## src/hw/rtl/ubfh_pkg.sv

```systemverilog
// Package with types, codes and constants of the bootloader host.
package ubfh_pkg;
  localparam int unsigned ChunkBytes = 256;
  localparam int unsigned MaxTx = 5;
  localparam int unsigned TxCntW = 3;

  localparam logic [2:0] OpStart = 3'd0;
  localparam logic [2:0] OpRx = 3'd1;
  localparam logic [2:0] OpTick = 3'd2;
  localparam logic [2:0] OpImg = 3'd3;
  localparam logic [2:0] OpCancel = 3'd4;

  localparam logic [2:0] FailNone = 3'd0;
  localparam logic [2:0] FailNack = 3'd1;
  localparam logic [2:0] FailUnexp = 3'd2;
  localparam logic [2:0] FailTimeout = 3'd3;
  localparam logic [2:0] FailBadId = 3'd4;
  localparam logic [2:0] FailCancel = 3'd5;

  localparam logic [2:0] RegBase = 3'd0;
  localparam logic [2:0] RegSize = 3'd1;
  localparam logic [2:0] RegAck = 3'd2;
  localparam logic [2:0] RegNack = 3'd3;
  localparam logic [2:0] RegShort = 3'd4;
  localparam logic [2:0] RegErase = 3'd5;
  localparam logic [2:0] RegWrite = 3'd6;

  localparam logic [4:0] PhIdle = 5'd0;
  localparam logic [4:0] PhSync = 5'd1;
  localparam logic [4:0] PhIdCmd = 5'd2;
  localparam logic [4:0] PhIdRead = 5'd3;
  localparam logic [4:0] PhIdAck = 5'd4;
  localparam logic [4:0] PhExtCmd = 5'd5;
  localparam logic [4:0] PhExtPay = 5'd6;
  localparam logic [4:0] PhGlbCmd = 5'd7;
  localparam logic [4:0] PhGlbPay = 5'd8;
  localparam logic [4:0] PhWrCmd = 5'd9;
  localparam logic [4:0] PhWrAddr = 5'd10;
  localparam logic [4:0] PhWrData = 5'd11;
  localparam logic [4:0] PhWrAck = 5'd12;
  localparam logic [4:0] PhGoCmd = 5'd13;
  localparam logic [4:0] PhGoAddr = 5'd14;
  localparam logic [4:0] PhDone = 5'd15;
  localparam logic [4:0] PhFailed = 5'd16;

  localparam logic [7:0] CmdSync = 8'h7F;
  localparam logic [7:0] CmdGetId = 8'h02;
  localparam logic [7:0] CmdExtErase = 8'h44;
  localparam logic [7:0] CmdGlbErase = 8'h43;
  localparam logic [7:0] CmdWrite = 8'h31;
  localparam logic [7:0] CmdGo = 8'h21;

  // Configuration register set.
  typedef struct packed {
    logic [31:0] base_address;
    logic [24:0] image_size;
    logic [7:0]  ack_code;
    logic [7:0]  nack_code;
    logic [15:0] short_ticks;
    logic [15:0] erase_ticks;
    logic [15:0] write_ticks;
  } cfg_t;

  // Status carried by every result item.
  typedef struct packed {
    logic        want_image_byte;
    logic        id_valid;
    logic [15:0] chip_ident;
    logic [24:0] written_count;
    logic        finished;
    logic [2:0]  fail_code;
  } status_t;

  // One finished input item: up to five bytes plus status.
  typedef struct packed {
    logic [MaxTx-1:0][7:0] bytes;
    logic [TxCntW-1:0]     count;
    status_t               status;
  } batch_t;
endpackage

```

## src/hw/rtl/uart_bootloader_flash_host.sv

```systemverilog
// Top level of the UART bootloader host.
// Drives the host side of a serial bootloader exchange: sync, get ID, erase
// (extended, falling back to global), chunked write with XOR checksums, go.
// Input channel: op, rx_value and image_byte with in_valid_i/in_stall_o.
// Each input item yields one result item per transmitted byte (up to five),
// or one item with tx_valid low; last marks the final item of a group.
// Output channel: out_valid_o/out_stall_i, one field per port.
// Results are held in the result register once an item is accepted. Each cycle
// in which the receiver does not stall, the register emits one byte; an item
// is accepted in the cycle the previous group's last result is taken, so the
// block takes no new item while results of the last one are still pending.
// The serializing result register sets the pace of input acceptance.
// When the receiver stalls, the current result holds and input is stalled.
// Reset clears all protocol state to idle and restores register defaults.
// Configuration writes via cfg_we_i/cfg_index_i/cfg_data_i apply at once.
module uart_bootloader_flash_host import ubfh_pkg::*; (
  input  logic        clk_i,
  input  logic        rst_ni,
  input  logic        cfg_we_i,
  input  logic [2:0]  cfg_index_i,
  input  logic [31:0] cfg_data_i,
  input  logic        in_valid_i,
  output logic        in_stall_o,
  input  logic [2:0]  op_i,
  input  logic [7:0]  rx_value_i,
  input  logic [7:0]  image_byte_i,
  output logic        out_valid_o,
  input  logic        out_stall_i,
  output logic        tx_valid_o,
  output logic [7:0]  tx_value_o,
  output logic        want_image_byte_o,
  output logic        id_valid_o,
  output logic [15:0] chip_ident_o,
  output logic [24:0] written_count_o,
  output logic        finished_o,
  output logic [2:0]  fail_code_o,
  output logic        last_o
);
  cfg_t    cfg;
  batch_t  batch;
  status_t status;
  logic    busy, step;

  assign in_stall_o = busy;
  assign step = in_valid_i && !busy;

  ubfh_cfg u_cfg (
    .clk_i, .rst_ni, .cfg_we_i, .cfg_index_i, .cfg_data_i, .cfg_o(cfg)
  );

  ubfh_core u_core (
    .clk_i, .rst_ni, .cfg_i(cfg), .step_i(step), .op_i, .rx_value_i,
    .image_byte_i, .batch_o(batch)
  );

  ubfh_out u_out (
    .clk_i, .rst_ni, .load_i(step), .batch_i(batch), .busy_o(busy),
    .out_valid_o, .out_stall_i, .tx_valid_o, .tx_value_o,
    .status_o(status), .last_o
  );

  assign want_image_byte_o = status.want_image_byte;
  assign id_valid_o = status.id_valid;
  assign chip_ident_o = status.chip_ident;
  assign written_count_o = status.written_count;
  assign finished_o = status.finished;
  assign fail_code_o = status.fail_code;
endmodule

```

## src/hw/rtl/ubfh_cfg.sv

```systemverilog
// Configuration register file of the bootloader host.
module ubfh_cfg import ubfh_pkg::*; (
  input  logic        clk_i,
  input  logic        rst_ni,
  input  logic        cfg_we_i,
  input  logic [2:0]  cfg_index_i,
  input  logic [31:0] cfg_data_i,
  output cfg_t        cfg_o
);
  cfg_t cfg_q;

  // Register writes by index; unknown indexes are dropped.
  always_ff @(posedge clk_i or negedge rst_ni) begin
    if (!rst_ni) begin
      cfg_q.base_address <= 32'h0800_0000;
      cfg_q.image_size <= '0;
      cfg_q.ack_code <= 8'd121;
      cfg_q.nack_code <= 8'd31;
      cfg_q.short_ticks <= 16'd1000;
      cfg_q.erase_ticks <= 16'd30000;
      cfg_q.write_ticks <= 16'd5000;
    end else if (cfg_we_i) begin
      unique case (cfg_index_i)
        RegBase:  cfg_q.base_address <= cfg_data_i;
        RegSize:  cfg_q.image_size <= cfg_data_i[24:0];
        RegAck:   cfg_q.ack_code <= cfg_data_i[7:0];
        RegNack:  cfg_q.nack_code <= cfg_data_i[7:0];
        RegShort: cfg_q.short_ticks <= cfg_data_i[15:0];
        RegErase: cfg_q.erase_ticks <= cfg_data_i[15:0];
        RegWrite: cfg_q.write_ticks <= cfg_data_i[15:0];
        default: ;
      endcase
    end
  end

  assign cfg_o = cfg_q;
endmodule

```

## src/hw/rtl/ubfh_core.sv

```systemverilog
// Protocol state and per-item step logic of the bootloader host.
module ubfh_core import ubfh_pkg::*; (
  input  logic       clk_i,
  input  logic       rst_ni,
  input  cfg_t       cfg_i,
  input  logic       step_i,
  input  logic [2:0] op_i,
  input  logic [7:0] rx_value_i,
  input  logic [7:0] image_byte_i,
  output batch_t     batch_o
);
  logic [4:0]  phase_q, phase_d;
  logic [15:0] wait_q, wait_d;
  logic [31:0] addr_q, addr_d;
  logic [24:0] done_q, done_d;
  logic [8:0]  left_q, left_d;
  logic [7:0]  xor_q, xor_d;
  logic [15:0] ident_q, ident_d;
  logic [1:0]  seen_q, seen_d;
  logic        glb_q, glb_d;
  logic [2:0]  err_q, err_d;

  logic [MaxTx-1:0][7:0] tx;
  logic [TxCntW-1:0]     txn;
  logic        active, awaiting;
  logic [24:0] rem;
  logic [8:0]  len;
  logic [7:0]  ib_xor;
  logic [31:0] ack_addr;

  // Remaining bytes clamped to one chunk.
  assign rem = (done_q < cfg_i.image_size) ? cfg_i.image_size - done_q : '0;
  assign len = (rem > 25'(ChunkBytes)) ? 9'(ChunkBytes) : rem[8:0];
  assign active = (phase_q >= PhSync) && (phase_q <= PhGoAddr);
  assign awaiting = active && (phase_q != PhIdRead) && (phase_q != PhWrData);
  assign ib_xor = xor_q ^ image_byte_i;
  assign ack_addr = (phase_q == PhGoCmd) ? cfg_i.base_address : addr_q;

  // Next state and transmit bytes for one item.
  always_comb begin
    phase_d = phase_q; wait_d = wait_q; addr_d = addr_q; done_d = done_q;
    left_d = left_q; xor_d = xor_q; ident_d = ident_q; seen_d = seen_q;
    glb_d = glb_q; err_d = err_q; tx = '0; txn = '0;
    unique case (op_i)
      OpStart: begin
        if (!active) begin
          addr_d = cfg_i.base_address; done_d = '0; left_d = '0; xor_d = '0;
          ident_d = '0; seen_d = '0; glb_d = 1'b0; err_d = FailNone;
          tx[0] = CmdSync; txn = 3'd1;
          phase_d = PhSync; wait_d = cfg_i.short_ticks;
        end
      end
      OpRx: begin
        if (phase_q == PhIdRead) begin
          unique case (seen_q)
            2'd0: begin
              if (rx_value_i == 8'd0) begin
                err_d = FailBadId; phase_d = PhFailed;
              end else begin
                seen_d = 2'd1;
              end
            end
            2'd1: begin
              ident_d = {rx_value_i, 8'd0}; seen_d = 2'd2;
            end
            default: begin
              ident_d = {ident_q[15:8], rx_value_i}; seen_d = 2'd3;
              phase_d = PhIdAck; wait_d = cfg_i.short_ticks;
            end
          endcase
        end else if (awaiting) begin
          if (rx_value_i == cfg_i.ack_code) begin
            unique case (phase_q)
              PhSync: begin
                tx[0] = CmdGetId; tx[1] = ~CmdGetId; txn = 3'd2;
                phase_d = PhIdCmd; wait_d = cfg_i.short_ticks;
              end
              PhIdCmd: begin
                phase_d = PhIdRead; seen_d = 2'd0; wait_d = cfg_i.short_ticks;
              end
              PhIdAck: begin
                tx[0] = CmdExtErase; tx[1] = ~CmdExtErase; txn = 3'd2;
                phase_d = PhExtCmd; wait_d = cfg_i.short_ticks;
              end
              PhExtCmd: begin
                tx[0] = 8'hFF; tx[1] = 8'hFF; tx[2] = 8'h00; txn = 3'd3;
                phase_d = PhExtPay; wait_d = cfg_i.erase_ticks;
              end
              PhGlbCmd: begin
                tx[0] = 8'hFF; tx[1] = 8'h00; txn = 3'd2;
                phase_d = PhGlbPay; wait_d = cfg_i.erase_ticks;
              end
              PhExtPay, PhGlbPay: begin
                wait_d = cfg_i.short_ticks; txn = 3'd2;
                if (done_q < cfg_i.image_size) begin
                  tx[0] = CmdWrite; tx[1] = ~CmdWrite; phase_d = PhWrCmd;
                end else begin
                  tx[0] = CmdGo; tx[1] = ~CmdGo; phase_d = PhGoCmd;
                end
              end
              PhWrCmd, PhGoCmd: begin
                tx[0] = ack_addr[31:24]; tx[1] = ack_addr[23:16];
                tx[2] = ack_addr[15:8]; tx[3] = ack_addr[7:0];
                tx[4] = ack_addr[31:24] ^ ack_addr[23:16] ^ ack_addr[15:8]
                        ^ ack_addr[7:0];
                txn = 3'd5; wait_d = cfg_i.short_ticks;
                phase_d = (phase_q == PhWrCmd) ? PhWrAddr : PhGoAddr;
              end
              PhWrAddr: begin
                if (len == 9'd0) begin
                  tx[0] = CmdGo; tx[1] = ~CmdGo; txn = 3'd2;
                  phase_d = PhGoCmd; wait_d = cfg_i.short_ticks;
                end else begin
                  tx[0] = 8'(len - 9'd1); txn = 3'd1;
                  xor_d = 8'(len - 9'd1); left_d = len; phase_d = PhWrData;
                end
              end
              PhWrAck: begin
                done_d = done_q + 25'(len);
                addr_d = addr_q + 32'(len);
                wait_d = cfg_i.short_ticks; txn = 3'd2;
                if (done_q + 25'(len) < cfg_i.image_size) begin
                  tx[0] = CmdWrite; tx[1] = ~CmdWrite; phase_d = PhWrCmd;
                end else begin
                  tx[0] = CmdGo; tx[1] = ~CmdGo; phase_d = PhGoCmd;
                end
              end
              PhGoAddr: phase_d = PhDone;
              default: ;
            endcase
          end else if (phase_q == PhExtCmd || phase_q == PhExtPay) begin
            // Fall back to global erase on any extended erase failure.
            glb_d = 1'b1; tx[0] = CmdGlbErase; tx[1] = ~CmdGlbErase; txn = 3'd2;
            phase_d = PhGlbCmd; wait_d = cfg_i.short_ticks;
          end else begin
            err_d = (rx_value_i == cfg_i.nack_code) ? FailNack : FailUnexp;
            phase_d = PhFailed;
          end
        end
      end
      OpTick: begin
        if (phase_q == PhIdRead || awaiting) begin
          if (wait_q <= 16'd1) begin
            wait_d = '0;
            if (phase_q == PhExtCmd || phase_q == PhExtPay) begin
              glb_d = 1'b1; tx[0] = CmdGlbErase; tx[1] = ~CmdGlbErase; txn = 3'd2;
              phase_d = PhGlbCmd; wait_d = cfg_i.short_ticks;
            end else begin
              err_d = FailTimeout; phase_d = PhFailed;
            end
          end else begin
            wait_d = wait_q - 16'd1;
          end
        end
      end
      OpImg: begin
        if (phase_q == PhWrData) begin
          tx[0] = image_byte_i; txn = 3'd1; xor_d = ib_xor;
          if (left_q <= 9'd1) begin
            left_d = '0; tx[1] = ib_xor; txn = 3'd2;
            phase_d = PhWrAck; wait_d = cfg_i.write_ticks;
          end else begin
            left_d = left_q - 9'd1;
          end
        end
      end
      OpCancel: begin
        if (active) begin
          err_d = FailCancel; phase_d = PhFailed;
        end
      end
      default: ;
    endcase
  end

  // State registers, updated once per accepted item.
  always_ff @(posedge clk_i or negedge rst_ni) begin
    if (!rst_ni) begin
      phase_q <= PhIdle; wait_q <= '0; addr_q <= '0; done_q <= '0; left_q <= '0;
      xor_q <= '0; ident_q <= '0; seen_q <= '0; glb_q <= 1'b0; err_q <= FailNone;
    end else if (step_i) begin
      phase_q <= phase_d; wait_q <= wait_d; addr_q <= addr_d; done_q <= done_d;
      left_q <= left_d; xor_q <= xor_d; ident_q <= ident_d; seen_q <= seen_d;
      glb_q <= glb_d; err_q <= err_d;
    end
  end

  // The batch reflects status after the step.
  always_comb begin
    batch_o.bytes = tx;
    batch_o.count = txn;
    batch_o.status.want_image_byte = (phase_d == PhWrData);
    batch_o.status.id_valid = (seen_d == 2'd3);
    batch_o.status.chip_ident = ident_d;
    batch_o.status.written_count = done_d;
    batch_o.status.finished = (phase_d == PhDone);
    batch_o.status.fail_code = err_d;
  end

  logic unused_glb;
  assign unused_glb = glb_q;
endmodule

```

## src/hw/rtl/ubfh_out.sv

```systemverilog
// Result register that serializes the bytes of one item.
module ubfh_out import ubfh_pkg::*; (
  input  logic        clk_i,
  input  logic        rst_ni,
  input  logic        load_i,
  input  batch_t      batch_i,
  output logic        busy_o,
  output logic        out_valid_o,
  input  logic        out_stall_i,
  output logic        tx_valid_o,
  output logic [7:0]  tx_value_o,
  output status_t     status_o,
  output logic        last_o
);
  batch_t            b_q;
  logic              full_q;
  logic [TxCntW-1:0] idx_q;
  logic              take, fin;
  logic [TxCntW-1:0] rem;

  assign take = full_q && !out_stall_i;
  assign rem = (b_q.count == '0) ? '0 : b_q.count - 3'd1;
  assign fin = (idx_q == rem);
  assign busy_o = full_q && !(take && fin);

  // Hold a batch and step through its bytes.
  always_ff @(posedge clk_i or negedge rst_ni) begin
    if (!rst_ni) begin
      full_q <= 1'b0; idx_q <= '0;
    end else if (load_i) begin
      full_q <= 1'b1; idx_q <= '0;
    end else if (take) begin
      if (fin) full_q <= 1'b0;
      else idx_q <= idx_q + 3'd1;
    end
  end

  always_ff @(posedge clk_i) begin
    if (load_i) b_q <= batch_i;
  end

  assign out_valid_o = full_q;
  assign tx_valid_o = (b_q.count != '0);
  assign tx_value_o = (b_q.count != '0) ? b_q.bytes[idx_q] : 8'd0;
  assign status_o = b_q.status;
  assign last_o = fin;
endmodule

```

## config.mk

```make
export PLATFORM = sky130hd
export DESIGN_NAME = uart_bootloader_flash_host
export DESIGN_NICKNAME = d
export VERILOG_FILES = /design/src/hw/rtl/ubfh_pkg.sv /design/src/hw/rtl/uart_bootloader_flash_host.sv /design/src/hw/rtl/ubfh_cfg.sv /design/src/hw/rtl/ubfh_core.sv /design/src/hw/rtl/ubfh_out.sv
export SDC_FILE = /design/constraint.sdc
export NUM_CORES = 1
export LEC_CHECK = 0
export BUFFER_PORTS_ARGS = -buffer_cell sky130_fd_sc_hd__buf_2
export CAP_MARGIN = 20
export CORE_UTILIZATION = 58
export CTS_BUF_LIST = sky130_fd_sc_hd__clkbuf_8
export DETAILED_ROUTE_END_ITERATION = 8
export PLACE_DENSITY = 0.79
export SLEW_MARGIN = 20
export SYNTH_ARGS = -nofsm -noshare
export SYNTH_HDL_FRONTEND = slang
export SYNTH_SLANG_ARGS = --single-unit
```

## constraint.sdc

```tcl
create_clock -name clk_i -period 7 [get_ports clk_i]
set_input_delay 1.4 -clock clk_i [delete_from_list [all_inputs] [get_ports clk_i]]
set_output_delay 1.4 -clock clk_i [all_outputs]
set_load 0.05 [all_outputs]
```

# --- Word-level counts from Yosys, hierarchy flattened ---
# Cells that the tools add are included.
classes:
  magnitude_cmp: 8
  n_mux: 127
  eq_ne: 49
  n_bitwise: 8
  reduce_logical: 43
  shifts: 0
  n_mul: 0
  addsub: 8
  div_mod_pow: 0
ops:
  columns: ["op", "n"]
  rows:
  - ["16-bit 2-to-1 mux", 21]
  - ["32-bit 2-to-1 mux", 6]
  - ["25-bit 2-to-1 mux", 6]
  - ["16-bit case mux with 8 select lines", 1]
  - ["8-bit 2-to-1 mux", 12]
  - ["9-bit 2-to-1 mux", 9]
  - ["3-bit 2-to-1 mux", 24]
  - ["16-bit case mux with 2 select lines", 2]
  - ["16-bit case mux with 4 select lines", 1]
  - ["32-bit case mux with 2 select lines", 1]
  - ["5-bit 2-to-1 mux", 11]
  - ["25-bit < comparator", 2]
  - ["25-bit case mux with 2 select lines", 1]
  - ["5-bit case mux with 10 select lines", 1]
  - ["16-bit case mux with 3 select lines", 1]
  - ["8-bit case mux with 3 select lines", 2]
  - ["5-bit by 4-bit == test with 1-bit output (second input constant)", 9]
  - ["3-bit case mux with 4 select lines", 3]
  - ["32-bit by 9-bit adder with 32-bit output", 1]
  - ["8-bit case mux with 4 select lines", 1]
  - ["8-bit XOR", 4]
  - ["9-bit case mux with 3 select lines", 1]
  - ["13-bit 2-to-1 mux", 2]
  - ["25-bit by 9-bit adder with 25-bit output", 1]
  - ["other kinds (57)", 120]
totals:
  ram_bits: 0
  latchBits: 0
  memories: 0
  out_inout_bits: 59
  in_bits: 59
  wordCells: 273
  ff_bits: 331
  mem_bits_ro: 0

# --- Longest topological paths before layout ---
logic_depth:
  ltp_word: 13
  depth_mapped: 38

# --- Hierarchy ---
# Synthesis repeated with hierarchy kept, for this count alone.
unflattened:
  hier_cells: 2275
  hier_area_um2: 21827.2
modules_own_cells:
  columns: ["mod", "seq_area_each_um2", "area_per_inst_um2", "n_inst", "cells_per_inst"]
  rows:
  - ["ubfh_core", 2902.8, 13367.8, 1, 1810]
  - ["ubfh_cfg", 3064.2, 4788.3, 1, 264]
  - ["ubfh_out", 2802.7, 3657.3, 1, 200]
  - ["uart_bootloader_flash_host", 0.0, 13.8, 1, 1]

# --- Worst setup path after synthesis ---
# OpenSTA, ideal clock, no wires.
synth_timing:
  path_kind: "reg2reg"
  start: "reg u_core.done_q[0]"
  end: "reg u_out.b_q[62] in the netlist's numbering (data pin)"
  path_stages_with_launch: 36
  n_path_buf: 1
  slack_ns: -0.496
  required_time_ns: 6.722
  arrival_time_ns: 7.218
  setup_time_ns: 0.278
  cell_sequence: "dfrtp_1 > ha_1 > fa_1 > nand2b_1 > a211o_1 > a21boi_4 > nor2_1 > mux2_1 > or4_4 > nor4_4 > nand3_2 > clkbuf_1 > or2_1 > inv_1 > ha_1 > a21o_1 > a21oi_1 > o21bai_1 > a21oi_1 > o21bai_1 > a21oi_1 > o21bai_1 > a21oi_1 > nor3_1 > xnor2_1 > ha_1 > a21o_1 > a21oi_1 > nor2_1 > a211oi_1 > o211ai_1 > a21oi_1 > o21ai_0 > a221o_1 > o31ai_1 > o211ai_1"
synth_lines:
  columns: ["element", "line", "text"]
  rows:
  - ["start, declared", "ubfh_core.sv:15", "logic [24:0] done_q, done_d;"]
  - ["start signal, assigned", "ubfh_core.sv:182", "phase_q <= phase_d; wait_q <= wait_d; addr_q <= addr_d; done_q <= done_d;"]
  - ["end signal, assigned", "ubfh_out.sv:39", "if (load_i) b_q <= batch_i;"]
  - ["end, declared", "ubfh_out.sv:15", "batch_t b_q;"]

==> metrics <==
outcome=complete, but fails checks; failing checks=setup timing; post-layout total power=9.37 mW; synthesis-to-finish area growth=18.3%; YS warnings=0; die height=194 um; setup ws final=-0.350 ns; post-synthesis sequential area ratio=41.2%; antenna-violating nets left=0; placer congestion estimate=1.02; unrepaired setup endpoints after global routing=yes; cts hold-fix bufs=0; die area=37500 um^2; Mean Syn Cell Area=8.98 um^2; crit path launch type=flip-flop; CP max stage delay=0.49 ns; Yosys cell types=93; drt total wl=69200 um; Pre-antenna DRT Iters=6; worst skew pair latency=0.70 ns; most frequent cells in the layout=297 x nand2_1, 230 x buf_4, 212 x dfrtp_1; CP required=7.39 ns; CTS Buf Count=57; share of cells above drive strength 1=25.2%; TNS Setup=-1.28 ns; Period Utilization, post-route=105%; Critical Path Sink Type=flip-flop; area share of fa/ha/maj cells after synthesis=4.69%; max-slew violation count=0; fmax=0.136 GHz; WHS Path Cells=2; Mapped Area=21300 um^2; Register-to-Register Path Depth=37; Lkg Pwr=10.8 nW; critical path's most frequent cell=a21oi_2; H-tree lvl count=2; hpwl dp=50100 um; main combinational cell family by area after synthesis=compound AO/OA/AOI/OAI gates; area fraction in compound gates after synthesis=20.0%; WL met3=6410 um; relative slew slack=23.0%; via/cell ratio=6.31; Fillers=2744; worst-path maximum fanout=4; final clock skew=0.0339 ns; setup violators final=6; port bufs=117; met2 wire len=31700 um; die width=194 um; global-route wire length before repair=107000 um; Pwr Density=372 nW/um^2; number of max-cap violations=0; number of global-route vias before repair=19034; maximum vdd drop=0.000252 V; post-route insts no fill=3140; nets@finish=2766; number of flops mapped to enable cells by yosys=90; Initial Util=59.5%; TritonCTS clock tree=built; clk slew on worst S/H paths=0.07 ns; worst slew pin tran=1.15 ns; share of flip-flops with an asynchronous set or reset=72.8%; fin crit period=7.35 ns; GRT overflow=0; Reg power frac=31.8%; Synth Area in XOR/XNOR=5.30%; vias=19803; simple-gate area share of the yosys netlist=16.3%; pin count of the biggest net entering global routing=166; WL met1=27800 um; placeable core area=35800 um^2; Net Sw Power=3.93 mW; final hold viol count=0; # DRC=0; top routing layer used=met5; Crit-path slowest cell=or4_4; Setup CP Type=flip-flop to flip-flop; combinational fraction of design power=47.7%; most common cell after layout, fill and taps aside=nand2_1; syn nets=2510; Sw Share=41.9%; ys flop type=dfrtp_1; FP Rows=69; initial antenna violation count=8; Inst Count DP=2995; Mapped Cells=2373; Hold Path Class=flip-flop to flip-flop; cell internal pwr=5.44 mW; Top Ports=118; clock group share of total power=20.6%; Max clock buf depth=3; GR Util All Layers=36.6%; clock root cell=clkbuf_8; Data arrival, critical path=7.74 ns; #FFs+latches synth=331; clock sink count=331; DR iter-0 viols=2032; mux share of post-synthesis cell area=6.85%; DR WL/cell=22.0 um
-- what timing repair did --
action                                  4_1_cts  5_1_grt
endpoints found under the setup margin        5       10
pin swaps                                    37       33
buffers inserted                             29        7
resized for setup                            45       22
-- cells in the mapped netlist (all sizes together) (24+ instances only) --
cell type | number | area (um^2)
a21o | 24 | 180
a21oi | 202 | 1010
a31oi | 29 | 181
buf | 60 | 402
clkbuf | 108 | 405
dfrtp | 212 | 5310
dfstp | 29 | 762
edfxtp | 90 | 2700
ha | 75 | 938
inv | 107 | 402
mux2 | 103 | 1160
nand2 | 297 | 1110
nand3 | 66 | 335
nor2 | 181 | 679
nor3 | 52 | 260
o21ai | 197 | 986
xnor2 | 100 | 876
xor2 | 29 | 254
-- registers in the layout (all words and copies together) (netlist names) --
register	count
u_out.idx_q	3
u_core.ident_q	16
u_core.err_q	3
u_cfg.cfg_o	121
u_core.seen_q	2
u_core.addr_q	32
u_core.wait_q	16
u_out.b_q	43
u_out.out_valid_o	1
u_core.xor_q	8
u_out.status_o	47
u_core.done_q	25
u_core.phase_q	5
u_core.left_q	9
-- power by group through the flow --
stage          Combinational (mW)  Sequential [mW]  Clock [mW]
2_1_floorplan                2.85             2.85           0
3_3_place_gp                 4.12             2.96           0
3_5_place_dp                 4.22             2.99           0
4_1_cts                      4.35             2.96        1.94
5_1_grt                      4.82             3.02        2.02
6_report                     4.47             2.98        1.93
-- routing by layer --
layer  vias to the layer above  GRT usage (%)
met5                         -              0
met4                         6           17.7
met3                       208           6.33
met2                      1006           58.5
met1                      9554           48.4
li1                       9029              -
-- area by class of cell --
class / instances / area, um^2 / area share [%]
antenna: 1 / 2.50 / 0.00992
clock buffer: 69 / 950 / 3.77
clock inverter: 39 / 294 / 1.17
inverter: 109 / 414 / 1.64
multi-input combinational: 1765 / 11700 / 46.3
sequential: 331 / 8770 / 34.8
tap: 461 / 577 / 2.29
timing repair buffer: 365 / 2550 / 10.1
-- logic make-up after synthesis --
kind of cell / count (synthesis)
adder cells (fa/ha/maj): 78
AO/OA/AOI/OAI: 680
AND/OR/NAND/NOR: 755
multiplexers: 123
flip-flops: 331
XOR/XNOR: 129
buffers and inverters: 277
-- final timing paths --
| kind | from | to | slack (ns) |
|---|---|---|---|
| worst max-delay path | u_cfg.cfg_o[64] | u_out.b_q[62] | -0.35 |
| worst min-delay path | u_core.ident_q[7] | u_core.ident_q[7] | 0.48 |
| worst max register to register | u_cfg.cfg_o[64] | u_out.b_q[62] | -0.35 |
| worst min register to register | u_core.ident_q[7] | u_core.ident_q[7] | 0.48 |
| max in group asynchronous | rst_ni | u_cfg.cfg_o[13] | 4.93 |
| min in group asynchronous | rst_ni | u_core.ident_q[10] | 0.67 |
-- metrics by stage --
step | hold slack (ns) | worst slack, ns | cell area [um^2] | utilization (%)
after detailed placement | 0.465 | -0.800 | 23400 | 65.2
after global placement | 0.457 | -0.478 | 23400 | 65.2
after CTS | 0.481 | -0.228 | 25000 | 69.8
after global routing | 0.503 | -0.697 | 25200 | 70.4
final | 0.483 | -0.350 | 25200 | 70.4
after floorplan | 0.446 | 0.0140 | 21400 | -
-- critical path, delay by kind of cell (launching register included) --
kind	cells	cell delay [ns]
AO/OA/AOI/OAI	18	2.94
AND/OR/NAND/NOR	9	2.00
adder cells (fa/ha/maj)	5	1.09
buffers and inverters	4	0.39
XOR/XNOR	1	0.26
flip-flops	1	0.37
Power figures use the tool's default switching activity.
